[src/assert_macros.svh]
`ifndef ASSERT_MACROS_SVH
`define ASSERT_MACROS_SVH

// Check a property on every clock edge outside reset.
`define NMS_ASSERT(label, prop, msg) \
	label: assert property (@(posedge clk) disable iff (!arst_n) prop) else $error(msg);

// Check that a condition never holds.
`define NMS_NEVER(label, cond, msg) \
	`NMS_ASSERT(label, !(cond), msg)

`endif

[src/nms_pkg.sv]
package nms_pkg;

	localparam int MAX_BOXES_DEF      = 64;
	localparam int EXP_TABLE_SIZE_DEF = 256;
	localparam int ONE_PIXEL          = 16;
	localparam int WT_W               = 18;
	localparam int TW_W               = 24;
	localparam int SUM_W              = 40;
	localparam int NFLD               = 5;
	localparam int REG_IDX_W          = 2;

	localparam logic [REG_IDX_W-1:0] REG_IOU_THRESHOLD = 2'd0;
	localparam logic [REG_IDX_W-1:0] REG_BLEND_MODE    = 2'd1;

	typedef struct packed {
		logic load;
		logic scan_clr;
		logic issue;
		logic absorb;
		logic lead_rd;
		logic lead_set;
		logic div_start;
		logic div_step;
		logic set_clr;
	} cmd_t;

	typedef struct packed {
		logic last_idx;
		logic pipe_busy;
		logic div_last;
		logic set_done;
		logic blend;
	} sts_t;

endpackage

[src/nms_ctrl.sv]
module nms_ctrl (
	input  logic          clk,
	input  logic          arst_n,
	input  logic          in_valid,
	input  logic          in_last,
	output logic          in_stall,
	output logic          out_valid,
	input  logic          out_stall,
	output nms_pkg::cmd_t cmd,
	input  nms_pkg::sts_t sts
);

	typedef enum logic [8:0] {
		ST_LOAD  = 9'b000000001,
		ST_LSCAN = 9'b000000010,
		ST_LWAIT = 9'b000000100,
		ST_LBOX  = 9'b000001000,
		ST_LSET  = 9'b000010000,
		ST_ASCAN = 9'b000100000,
		ST_AWAIT = 9'b001000000,
		ST_DIV   = 9'b010000000,
		ST_OUT   = 9'b100000000
	} state_t;

	state_t state_q, state_d;

	assign in_stall  = (state_q != ST_LOAD);
	assign out_valid = (state_q == ST_OUT);

	always_comb begin
		state_d = state_q;
		cmd     = '0;
		unique case (state_q)
			ST_LOAD: begin
				if (in_valid) begin
					cmd.load = 1'b1;
					if (in_last) begin
						cmd.scan_clr = 1'b1;
						state_d      = ST_LSCAN;
					end
				end
			end
			ST_LSCAN: begin
				cmd.issue = 1'b1;
				if (sts.last_idx) begin
					state_d = ST_LWAIT;
				end
			end
			ST_LWAIT: begin
				state_d = ST_LBOX;
			end
			ST_LBOX: begin
				cmd.lead_rd = 1'b1;
				state_d     = ST_LSET;
			end
			ST_LSET: begin
				cmd.lead_set = 1'b1;
				state_d      = ST_ASCAN;
			end
			ST_ASCAN: begin
				cmd.issue  = 1'b1;
				cmd.absorb = 1'b1;
				if (sts.last_idx) begin
					state_d = ST_AWAIT;
				end
			end
			ST_AWAIT: begin
				if (!sts.pipe_busy) begin
					if (sts.blend) begin
						cmd.div_start = 1'b1;
						state_d       = ST_DIV;
					end else begin
						state_d = ST_OUT;
					end
				end
			end
			ST_DIV: begin
				cmd.div_step = 1'b1;
				if (sts.div_last) begin
					state_d = ST_OUT;
				end
			end
			ST_OUT: begin
				if (!out_stall) begin
					if (sts.set_done) begin
						cmd.set_clr = 1'b1;
						state_d     = ST_LOAD;
					end else begin
						cmd.scan_clr = 1'b1;
						state_d      = ST_LSCAN;
					end
				end
			end
			default: begin
				state_d = ST_LOAD;
			end
		endcase
	end

	always_ff @(posedge clk or negedge arst_n) begin
		if (!arst_n) begin
			state_q <= ST_LOAD;
		end else begin
			state_q <= state_d;
		end
	end

endmodule

[config.mk]
export PLATFORM = sky130hd
export DESIGN_NAME = nms_ctrl
export DESIGN_NICKNAME = d
export VERILOG_FILES = /design/src/assert_macros.svh /design/src/nms_pkg.sv /design/src/nms_ctrl.sv
export SDC_FILE = /design/constraint.sdc
export NUM_CORES = 1
export LEC_CHECK = 0
export BUFFER_PORTS_ARGS = -buffer_cell sky130_fd_sc_hd__buf_2
export CAP_MARGIN = 30
export CORE_MARGIN = 2
export CORE_UTILIZATION = 48
export DETAILED_ROUTE_END_ITERATION = 10
export PLACE_DENSITY = 0.78
export SYNTH_ARGS = -nofsm -noshare
export SYNTH_HDL_FRONTEND = slang
export SYNTH_SLANG_ARGS = --single-unit
[constraint.sdc]
create_clock -name clk -period 2.1 [get_ports clk]
set_clock_uncertainty 0.05 [all_clocks]
set_input_delay 0.42 -clock clk [delete_from_list [all_inputs] [get_ports clk]]
set_output_delay 0.42 -clock clk [all_outputs]
set_load 0.005 [all_outputs]
Word-level counts from Yosys, hierarchy flattened

Index checks and enable logic that the tools add are counted.

Flip-flop bits (word level): 9
Latch bits: 0
RAM bits: 0
ROM bits: 0
Bits of input ports: 10
Output and inout bits: 11
Word-level logic and storage cells: 47
Memories kept: 0

$add $sub $neg: 0
Multiply operators: 0
Div/mod/pow operators: 0
Order comparisons: 0
Equality and inequality tests: 17
Shift operators: 0
Muxes and demuxes: 27
Bitwise gates (word level): 0
Reductions and logical operators: 2

Operator list:

| kind               | count |
|---|---|
| $pmux 9 s9         | 1 |
| $mux 9             | 8 |
| $mux 1             | 15 |
| $ne 2x2->1 const B | 7 |
| $eq 9x1->1 const B | 1 |
| $eq 9x2->1 const B | 1 |
| $eq 9x3->1 const B | 1 |
| $eq 9x4->1 const B | 1 |
| $eq 9x5->1 const B | 1 |
| $eq 9x6->1 const B | 1 |
| $eq 9x7->1 const B | 1 |
| $eq 9x8->1 const B | 1 |
| $eq 9x9->1 const B | 1 |
| $ne 9x1->1 const B | 1 |
| $reduce_and 7->1   | 1 |
| $mux 2             | 2 |
| $pmux 1 s2         | 1 |
| $reduce_or 2->1    | 1 |

Depth between registers and ports, before layout

Gate-level depths: netlist (run 1).

Depth after elaboration: 3
Depth in mapped cells: 6
Gate-level depth less buffers: 5

Worst setup path after synthesis (run 1)

No wires, ideal clock.

Kind: reg2out
From: register state_q[5]
To: output cmd[7] in the netlist's numbering
Arrival: 1.358 ns
Required time: 1.630 ns
Slack: 0.272 ns
Cell stages (with the launch flop): 7
Buffers on the path: 1
Cell sequence: dfrtp_1 nor3_2 and3_4 and3_4 buf_6 inv_1 o32ai_1

RTL lines:

| item                   | RTL line        | text |
|---|---|---|
| start, declared        | nms_ctrl.sv:25  | `state_t state_q, state_d;` |
| start signal, assigned | nms_ctrl.sv:104 | `state_q <= state_d;` |
| end, declared          | nms_ctrl.sv:9   | `output nms_pkg::cmd_t cmd,` |

==> results of run 1 <==
power breakdown:
| part | switching, mW | internal [mW] | leakage, nW |
|---|---|---|---|
| clock network | 0.0631 | 0.0734 | 0.0150 |
| registers | 0.0352 | 0.202 | 0.118 |
| logic | 0.270 | 0.296 | 0.357 |
cell families (layout without fill, tap and decap cells):
kind of cell    after synthesis  after routing
compound gates               16             16
xor+xnor                      2              2
buf+inv                       8             48
flops                         9              9
simple gates                 39             39
through the flow:
step / power (mW) / cell area [um2] / setup slack, ns / setup TNS, ns / cells
2_1_floorplan: 0.510 / 642 / 0.272 / 0 / 74
3_3_place_gp: 0.576 / 764 / 0.211 / 0 / 110
3_5_place_dp: 0.579 / 764 / 0.160 / 0 / 110
4_1_cts: 0.797 / 872 / -0.0453 / -0.0453 / 120
5_1_grt: 0.996 / 1000 / -0.149 / -0.651 / 129
6_report: 0.940 / 1000 / -0.0695 / -0.163 / 129
worst reg2reg max path, stage by stage, from the launching register on:
cell and delay (ns):
dfrtp_2 0.43, nor3_4 0.28, nand4_1 0.23, buf_4 0.21
buf_4 0.12, buf_4 0.13, nor3_4 0.18, nor2_1 0.09
a22o_1 0.20
cell usage after synthesis, drive strengths merged:
cell and n:
a211o 1, a21o 1, a21oi 1, a22o 2, a311oi 1, a31oi 1, and2 1, and3 6
buf 1, dfrtp 8, dfstp 1, inv 7, nand2 4, nand2b 3, nand3 2, nand4 2
nor2 9, nor3 7, nor3b 2, nor4 2, o211ai 1, o21ai 3, o22a 1, o31ai 1
o32ai 3, or2 1, xnor2 1, xor2 1
path summary, 6_finish.rpt:
kind                                 start    endpoint  slack [ns]  depth (start not counted)
worst min register to register  state_q[2]  state_q[3]        0.56                          1
min in group asynchronous           arst_n  state_q[8]        0.48                          2
max in group asynchronous           arst_n  state_q[0]        1.27                          2
worst min-delay path                sts[1]  state_q[1]        0.35                          2
worst max-delay path            state_q[4]      cmd[7]       -0.07                          6
worst max register to register  state_q[2]  state_q[6]        0.07                          8
metal layers:
metal,global-route usage [%],vias to the layer above,share of wire (%)
li1,-,353,-
met1,33.6,335,43
met2,41.7,26,50
met3,3.33,5,4.5
met4,20.0,0,2.5
met5,0,-,0
area by class of cell:
class | count | area [um2]
fillers | 75 | 269
flip-flops and latches | 9 | 229
inverters | 7 | 26.3
multi-input cells | 57 | 459
clock buffers | 4 | 26.3
well taps | 15 | 18.8
repair buffers | 37 | 240
timing repair:
action / CTS / global route
pin swaps: 3 / 9
endpoints found under the setup margin: 6 / 13
setup buffers: 5 / 9
endpoints found under the hold margin: 8 / 0
hold buffers: 1 / 0
resized for setup: 8 / 13
==> flow_metrics.env, run 1 <==
export IMPL_max_freq_mhz=461
export IMPL_first_pass_iters=4
export IMPL_top_register="state_q"
export IMPL_cpPeakStageDelay_ns=0.43
export IMPL_dieArea_um2=1650
export IMPL_p_leak_nw=0.490
export IMPL_slew_viol_final=0
export IMPL_yosysWarnings=0
export IMPL_overflow=0
export IMPL_cp_data_arrival_time_ns=1.70
export IMPL_cts_made_buffers=3
export IMPL_cp_top_family="flip-flops"
export IMPL_violations="negative setup slack"
export IMPL_cts_max_path_buffers=2
export IMPL_reg_top3="state_q x9"
export IMPL_end_kind="primary output"
export IMPL_synth_cell_types=35
export IMPL_synth_compound_area_share_pct=18.7
export IMPL_vdd_drop_max_v=0.000654
export IMPL_synth_seq_cells=9
export IMPL_synth_avg_cell_area_um2=8.67
export IMPL_synth_xor_area_share_pct=2.73
export IMPL_status="complete, but fails checks"
export IMPL_dieHeight_um=40.6
export IMPL_setup_viol=4
export IMPL_drc=0
export IMPL_critPathBufInv=3
export IMPL_die_x_um=40.6
export IMPL_vias=719
export IMPL_start_kind="register"
export IMPL_grt_max_degree=10
export IMPL_drt_iter0_drc=26
export IMPL_yosysTopAreaCellShare_pct=31.2
export IMPL_grt_pass1_vias=590
export IMPL_clock_sinks=9
export IMPL_synth_simple_gate_area_share_pct=37.4
export IMPL_slowest_stage="dfrtp_1"
export IMPL_setup_ws_ns=-0.0695
export IMPL_final_common_cell="buf_2"
export IMPL_synthCells=74
export IMPL_port_buffers=20
export IMPL_tightest_slew_ns=0.477
export IMPL_cap_viol_max_count=0
export IMPL_synth_nets=84
export IMPL_rows=13
export IMPL_synthMuxAreaShare_pct=0
export IMPL_final_cell_mix="buf_2 (19), buf_4 (15), inv_1 (6), nor2_1 (6), dfrtp_1 (6)"
export IMPL_grt_usage_pct=26.9
export IMPL_crit_chain="nor3_4 > buf_4 > buf_4 > nand3_2 > o32ai_2 > buf_2"
export IMPL_relSlewSlack_pct=68.0
export IMPL_ant_nets=0
export IMPL_pin_count=21
export IMPL_rsz0062_at_grt="true"
export IMPL_post_dp_hpwl_um=1220
export IMPL_cp_max_fo=5
export IMPL_antenna_found_initial=0
export IMPL_postLayoutCoreUtil_pct=78.8
export IMPL_nets=125
export IMPL_hold_class="in2reg"
export IMPL_place_congestion=0.859
export IMPL_clock_latency_ns=0.27
export IMPL_htreeDepth=1
export IMPL_layout_min_cycle_time_ns=2.17
export IMPL_drive_above_1_share_pct=56.1
export IMPL_largest_reg_flops=9
export IMPL_antennaDiodeCount=0
export IMPL_crit_type="reg2out"
export IMPL_synth_largest_area_cell="dfrtp_1"
export IMPL_vias_per_cell=5.57
export IMPL_period_share_pct=103
export IMPL_syn_area_um2=642
export IMPL_crit_top_cell="buf_4"
export IMPL_synth_top_family_by_area="simple AND/OR/NAND/NOR gates"
export IMPL_syn2layout_area_growth_pct=55.8
export IMPL_cts_tree="built"
export IMPL_grt_pass1_wl_um=2720
export IMPL_synthTopCellsByArea="dfrtp_1 (31%), nor2_1 (5.3%), dfstp_2 (4.1%), inv_1 (4.1%), o32ai_1 (4.1%)"
export IMPL_core_area_um2=1270
export IMPL_ys_seq_area_share_pct=35.3
export IMPL_hold_ws_ns=0.353
export IMPL_finalHoldViolCount=0
export IMPL_start_util_pct=50.6
export IMPL_clkSlewWorstSetupHoldPaths_ns=0.06
export IMPL_wire_per_inst_um=15.7
export IMPL_power_density_nw_per_um2=940
export IMPL_cp_required_ns=1.63
export IMPL_cts_root_buf="clkbuf_4"
export IMPL_synthAdderAreaFrac_pct=0
export IMPL_wl_um=2030
Note: power is estimated with default switching activity, not from simulation.
==> inputs of run 2 (changes only) <==
==> constraint.sdc (replaced) <==
create_clock -name clk -period 2.1 [get_ports clk]
set_clock_uncertainty 0.05 [all_clocks]
set_input_delay 0.42 -clock clk [delete_from_list [all_inputs] [get_ports clk]]
set_output_delay 0.42 -clock clk [all_outputs]
set_load 0.1 [all_outputs]
==> run 2 against run 1 <==
The run now fails in 5_1_grt. Synthesized cell count stayed put. Area after synthesis stayed put.
==> flow_metrics.env, run 2 <==
export IMPL_status="did not finish"
export IMPL_lastStage="5_1_grt"
export IMPL_error_line="[ERROR DPL-0038] Utilization greater than 100%, impossible to legalize"
export IMPL_synthCells=74
export IMPL_synth_most_common_cell="nor2_1"
export IMPL_synth_seq_cells=9
export IMPL_synth_largest_area_cell="dfrtp_1"
export IMPL_rows=13
export IMPL_synth_edf_count=0
export IMPL_ys_async_sr_fraction_pct=100
export IMPL_synthTopCellsByArea="dfrtp_1 (31%), nor2_1 (5.3%), dfstp_2 (4.1%), inv_1 (4.1%), o32ai_1 (4.1%)"
export IMPL_die_x_um=40.6
export IMPL_port_buffers=20
export IMPL_synth_cell_types=35
export IMPL_cts_root_buf="clkbuf_4"
export IMPL_htreeDepth=1
export IMPL_post_dp_hpwl_um=1620
export IMPL_place_congestion=0.941
export IMPL_synth_avg_cell_area_um2=8.67
export IMPL_yosysTopAreaCellShare_pct=31.2
export IMPL_yosysWarnings=0
export IMPL_start_util_pct=50.6
export IMPL_grt_worst_setup_endpoint="cmd[5]"
export IMPL_cts_made_buffers=3
export IMPL_place_area_um2=1030
export IMPL_synth_nets=84
export IMPL_grt_max_degree=10
export IMPL_ys_flop_type="dfrtp_1"
export IMPL_dieHeight_um=40.6
export IMPL_syn_area_um2=642
export IMPL_worst_ep_kind="primary output"
export IMPL_synthTopCellsByCount="nor2_1 (9), dfrtp_1 (8), inv_1 (7)"
export IMPL_pin_count=21
export IMPL_clock_sinks=9
export IMPL_cts_max_path_buffers=2
export IMPL_ys_seq_area_share_pct=35.3
-- run 2: cell counts after synthesis --
No cell type changed its count.
-- run 2: cell families after synthesis --
logic type | after synthesis | share of synthesized area, %
XOR/XNOR | 2 | 2.73
flip-flops | 9 | 35.3
AND/OR/NAND/NOR | 39 | 37.4
AO/OA/AOI/OAI | 16 | 18.7
buffers and inverters | 8 | 5.85
-- run 2: stage by stage --
stage                     setup TNS (ns)  instances  util (%)  setup WS, ns
after floorplan                    -2.54         74         -        -0.624
after global placement                 0        115      81.2         0.125
after detailed placement               0        115      81.2        0.0614
after CTS                         -0.271        137      97.0       -0.0871
-- run 2: timing repair --
action / CTS
cloned: 0
hold endpoints to repair: 8
hold buffers: 1
buffers inserted: 17
pin swaps: 8
gates resized for setup: 13
endpoints found under the setup margin: 10
==> inputs of run 3 (changes only) <==
CORE_AREA = 2 2 63 65   (was default)
CORE_MARGIN = default   (was 2)
CORE_UTILIZATION = default   (was 48)
DIE_AREA = 0 0 65 67   (was default)
PLACE_DENSITY = default   (was 0.78)
PLACE_DENSITY_LB_ADDON = 0.15   (was default)
==> run 3 against run 2 <==
The flow now finishes, with violations (negative setup slack).
==> flow_metrics.env, run 3 (synthesis results as in run 1) <==
export IMPL_cp_top_family="simple AND/OR/NAND/NOR gates"
export IMPL_cap_viol_max_count=0
export IMPL_start_kind="register"
export IMPL_cts_root_buf="clkbuf_8"
export IMPL_max_freq_mhz=464
export IMPL_p_leak_nw=0.574
export IMPL_post_dp_hpwl_um=1640
export IMPL_place_area_um2=1090
export IMPL_cp_data_arrival_time_ns=1.69
export IMPL_cts_made_buffers=3
export IMPL_final_area_um2=1310
export IMPL_antenna_found_initial=0
export IMPL_final_cell_mix="buf_4 (22), buf_12 (10), buf_2 (9)"
export IMPL_wl_um=2280
export IMPL_end_kind="primary output"
export IMPL_start_util_pct=17.8
export IMPL_rsz0062_at_grt="true"
export IMPL_num_fill_cells=357
export IMPL_slowest_stage="dfrtp_1"
export IMPL_dieArea_um2=4360
export IMPL_setup_viol=4
export IMPL_cp_required_ns=1.63
export IMPL_vias=737
export IMPL_overflow=0
export IMPL_cts_max_path_buffers=2
export IMPL_top_register="state_q"
export IMPL_finalHoldViolCount=0
export IMPL_pin_count=21
export IMPL_first_pass_iters=4
export IMPL_holdCritStartpoint="sts[3]"
export IMPL_wire_per_inst_um=13.5
export IMPL_antennaDiodeCount=0
export IMPL_crit_top_cell="and3_4"
export IMPL_crit_type="reg2out"
export IMPL_slew_viol_final=0
export IMPL_critPathBufInv=2
export IMPL_setup_ws_ns=-0.0566
export IMPL_grt_pass1_wl_um=3610
export IMPL_status="complete, but fails checks"
export IMPL_largest_reg_flops=9
export IMPL_hold_class="in2reg"
export IMPL_clock_latency_ns=0.24
export IMPL_final_common_cell="buf_4"
export IMPL_place_congestion=0.876
export IMPL_period_share_pct=103
export IMPL_total_power_mw=1.31
export IMPL_vias_per_cell=4.36
export IMPL_tightest_slew_ns=0.338
export IMPL_crit_start="state_q[7]"
export IMPL_drive_above_1_share_pct=61.2
export IMPL_cpPeakStageDelay_ns=0.46
export IMPL_rows=22
export IMPL_crit_chain="nor2_4 > and3_4 > and3_4 > inv_4 > o32ai_4 > buf_12"
export IMPL_port_buffers=20
export IMPL_grt_max_degree=10
export IMPL_die_x_um=65
export IMPL_violations="negative setup slack"
export IMPL_postLayoutCoreUtil_pct=36.3
export IMPL_grt_pass1_vias=737
export IMPL_clock_sinks=9
export IMPL_hold_ws_ns=0.374
export IMPL_grt_usage_pct=11.4
export IMPL_cts_tree="built"
export IMPL_reg_top3="state_q x9"
export IMPL_htreeDepth=1
export IMPL_syn2layout_area_growth_pct=104
export IMPL_drc=0
export IMPL_dieHeight_um=67
export IMPL_nets=132
export IMPL_r2r_start="state_q[2]"
export IMPL_ant_nets=0
export IMPL_cp_max_fo=4
export IMPL_power_density_nw_per_um2=1000
export IMPL_vdd_drop_max_v=0.00106
export IMPL_drt_iter0_drc=39
export IMPL_clkSlewWorstSetupHoldPaths_ns=0.05
export IMPL_core_area_um2=3610
export IMPL_relSlewSlack_pct=77.3
export IMPL_layout_min_cycle_time_ns=2.16
run 3: worst paths after layout:
| kind | to | slack [ns] | cells past startpoint |
|---|---|---|---|
| min in group asynchronous | state_q[7] | 0.53 | 2 |
| worst min register to register | state_q[8] | 0.66 | 3 |
| worst max register to register | state_q[8] | 0.18 | 6 |
| worst max-delay path | cmd[7] | -0.06 | 6 |
| max in group asynchronous | state_q[0] | 1.21 | 2 |
| worst min-delay path | state_q[6] | 0.37 | 2 |
run 3: final cells by class:
| type | count | area [um2] | area share, % |
|---|---|---|---|
| Clock buffer | 4 | 45.0 | 3.44 |
| Inverter | 7 | 28.8 | 2.20 |
| Tap cell | 48 | 60.1 | 4.58 |
| Timing Repair Buffer | 44 | 443 | 33.8 |
| Multi-Input combinational cell | 57 | 507 | 38.7 |
| Sequential cell | 9 | 226 | 17.3 |
run 3: layer usage:
metal  part of all wire (%)  GRT usage, %
met1                     44          13.6
met2                     51          18.6
met3                    2.9          2.36
met4                    2.3          7.18
met5                      0             0
run 3: power breakdown:
| part | internal (mW) | switching [mW] | leakage [nW] |
|---|---|---|---|
| clock | 0.133 | 0.0746 | 0.0228 |
| combinational | 0.372 | 0.510 | 0.429 |
| sequential | 0.201 | 0.0230 | 0.122 |
| total | 0.706 | 0.608 | 0.574 |
run 3: stage by stage:
stage	std cells	setup WS (ns)	TNS [ns]
after global routing	169	-0.146	-0.625
after detailed placement	150	0.0728	0
after CTS	162	-0.113	-0.291
after global placement	150	0.114	0
final	169	-0.0566	-0.173
after floorplan	74	-0.624	-2.54
run 3: timing repair:
action,4_1_cts,5_1_grt
resized for setup,6,12
setup buffers,7,7
endpoints found under the hold margin,8,0
setup endpoints to repair,8,11
hold buffers,1,0
pin swaps,7,11
==> inputs of run 4 (changes only) <==
clock period = 1.8 ns   (was 2.1 ns; I/O delays follow)
==> run 4 against run 3 <==
The run still ends with negative setup slack left. Core utilization is 5.0 points higher. Sequential share of layout area is 2.0 points lower. Clock-buffer cell count stayed put. Cell count is 8.9% higher. Routed wire length is 1.2% higher. Non-clock buffer count is 15 higher. Worst hold slack worse by 0.050 ns. Flip-flop and latch count stayed put. Register-to-register slack worse by 0.16 ns. Global-route usage is 0.24 points higher. Power is 28% higher. First-iteration DRC count is 62% lower.
==> flow_metrics.env, run 4 (synthesis results as in run 1) <==
export IMPL_core_area_um2=3610
export IMPL_r2r_setup_slack_ns=0.02
export IMPL_drt_iter0_drc=15
export IMPL_p_leak_nw=0.654
export IMPL_max_freq_mhz=484
export IMPL_crit_top_cell="and3_4"
export IMPL_dieHeight_um=67
export IMPL_finalHoldViolCount=0
export IMPL_cts_made_buffers=3
export IMPL_status="complete, but fails checks"
export IMPL_slowest_stage="dfrtp_1"
export IMPL_die_x_um=65
export IMPL_place_congestion=0.838
export IMPL_rows=22
export IMPL_antenna_found_initial=0
export IMPL_vias_per_cell=4.38
export IMPL_place_area_um2=1220
export IMPL_crit_type="reg2out"
export IMPL_slew_viol_final=0
export IMPL_cpPeakStageDelay_ns=0.40
export IMPL_final_common_cell="buf_4"
export IMPL_end_kind="primary output"
export IMPL_grt_max_degree=10
export IMPL_r2r_start="state_q[5]"
export IMPL_rr_endpoint="state_q[0]"
export IMPL_holdCritStartpoint="sts[1]"
export IMPL_top_register="state_q"
export IMPL_ant_nets=0
export IMPL_period_share_pct=115
export IMPL_largest_reg_flops=9
export IMPL_cts_tree="built"
export IMPL_reg2regPathDepth=8
export IMPL_start_util_pct=17.8
export IMPL_post_dp_hpwl_um=1760
export IMPL_cp_data_arrival_time_ns=1.65
export IMPL_vdd_drop_max_v=0.000584
export IMPL_hold_ws_ns=0.324
export IMPL_cap_viol_max_count=0
export IMPL_wl_um=2310
export IMPL_layout_min_cycle_time_ns=2.06
export IMPL_relSlewSlack_pct=77.4
export IMPL_setup_viol=11
export IMPL_drive_above_1_share_pct=69.1
export IMPL_grt_usage_pct=11.6
export IMPL_clkSlewWorstSetupHoldPaths_ns=0.05
export IMPL_cp_max_fo=3
export IMPL_tightest_slew_ns=0.337
export IMPL_drc=0
export IMPL_clock_sinks=9
export IMPL_start_kind="register"
export IMPL_grt_pass1_vias=772
export IMPL_cts_root_buf="clkbuf_8"
export IMPL_cp_required_ns=1.39
export IMPL_first_pass_iters=4
export IMPL_violations="negative setup slack"
export IMPL_vias=806
export IMPL_setup_ws_ns=-0.265
export IMPL_wire_per_inst_um=12.5
export IMPL_pin_count=21
export IMPL_reg_top3="state_q x9"
export IMPL_rsz0062_at_grt="true"
export IMPL_dieArea_um2=4360
export IMPL_htreeDepth=1
export IMPL_crit_start="state_q[1]"
export IMPL_overflow=0
export IMPL_final_area_um2=1490
export IMPL_min_path_cells=2
export IMPL_cts_max_path_buffers=2
export IMPL_clock_latency_ns=0.24
export IMPL_antennaDiodeCount=0
export IMPL_port_buffers=20
export IMPL_final_cell_mix="buf_4 (33), buf_12 (11), buf_2 (9)"
export IMPL_hold_class="in2reg"
export IMPL_whs_endpoint="state_q[1]"
export IMPL_grt_pass1_wl_um=3660
export IMPL_fin_setup_tns_ns=-2.18
export IMPL_syn2layout_area_growth_pct=132
export IMPL_power_density_nw_per_um2=1130
export IMPL_nets=147
export IMPL_crit_chain="nor3_4 > and3_4 > and3_4 > inv_4 > o32ai_4 > buf_12"
-- run 4: how the worst max path moves through the flow --
stage,to,cells after the start,slack [ns]
final,cmd[7],6,-0.26
after global routing,cmd[7],4,-0.34
after CTS,cmd[7],6,-0.27
after global placement,cmd[2],6,-0.08
after detailed placement,cmd[7],6,-0.09
after floorplan,cmd[7],6,-0.85
-- run 4: cell type report --
class | count | area [um2]
tap | 48 | 60.1
timing repair buffer | 59 | 579
sequential | 9 | 228
multi-input combinational | 57 | 544
fill | 360 | 2120
clock buffer | 4 | 45.0
inverter | 7 | 32.5
-- run 4: per-stage QoR --
stage	worst slack, ns	utilization, %	instances	power [mW]
finish	-0.265	41.3	184	1.69
CTS	-0.272	38.1	179	1.57
global placement	-0.0792	33.9	167	1.18
floorplan	-0.852	-	74	0.891
global route	-0.339	41.3	184	1.77
detailed placement	-0.0859	33.9	167	1.18
-- run 4: where the power goes --
| part | switching [mW] | total [mW] | internal, mW |
|---|---|---|---|
| Sequential | 0.0229 | 0.257 | 0.234 |
| Combinational | 0.648 | 1.18 | 0.528 |
| Clock | 0.0961 | 0.252 | 0.156 |
-- run 4: repair_timing --
action | 4_1_cts | 5_1_grt
hold endpoints to repair | 8 | 0
gates resized for setup | 12 | 15
setup endpoints to repair | 14 | 17
pin swaps | 10 | 12
hold buffers | 1 | 0
buffers inserted | 7 | 7
-- run 4: metal layers --
metal  vias up  routed length (um)  global-route usage, %
met3         5                  51                   2.03
li1        400                   -                      -
met1       386                1020                   15.0
met2        15                1180                   17.9
met4         0                  58                   7.18
met5         -                   0                      0
-- run 4: critical path, delay by kind of cell, from the launching register on --
family | cells | cell delay (ns)
flip-flops | 1 | 0.40
AND/OR/NAND/NOR | 3 | 0.63
AO/OA/AOI/OAI | 1 | 0.11
buffers and inverters | 2 | 0.26
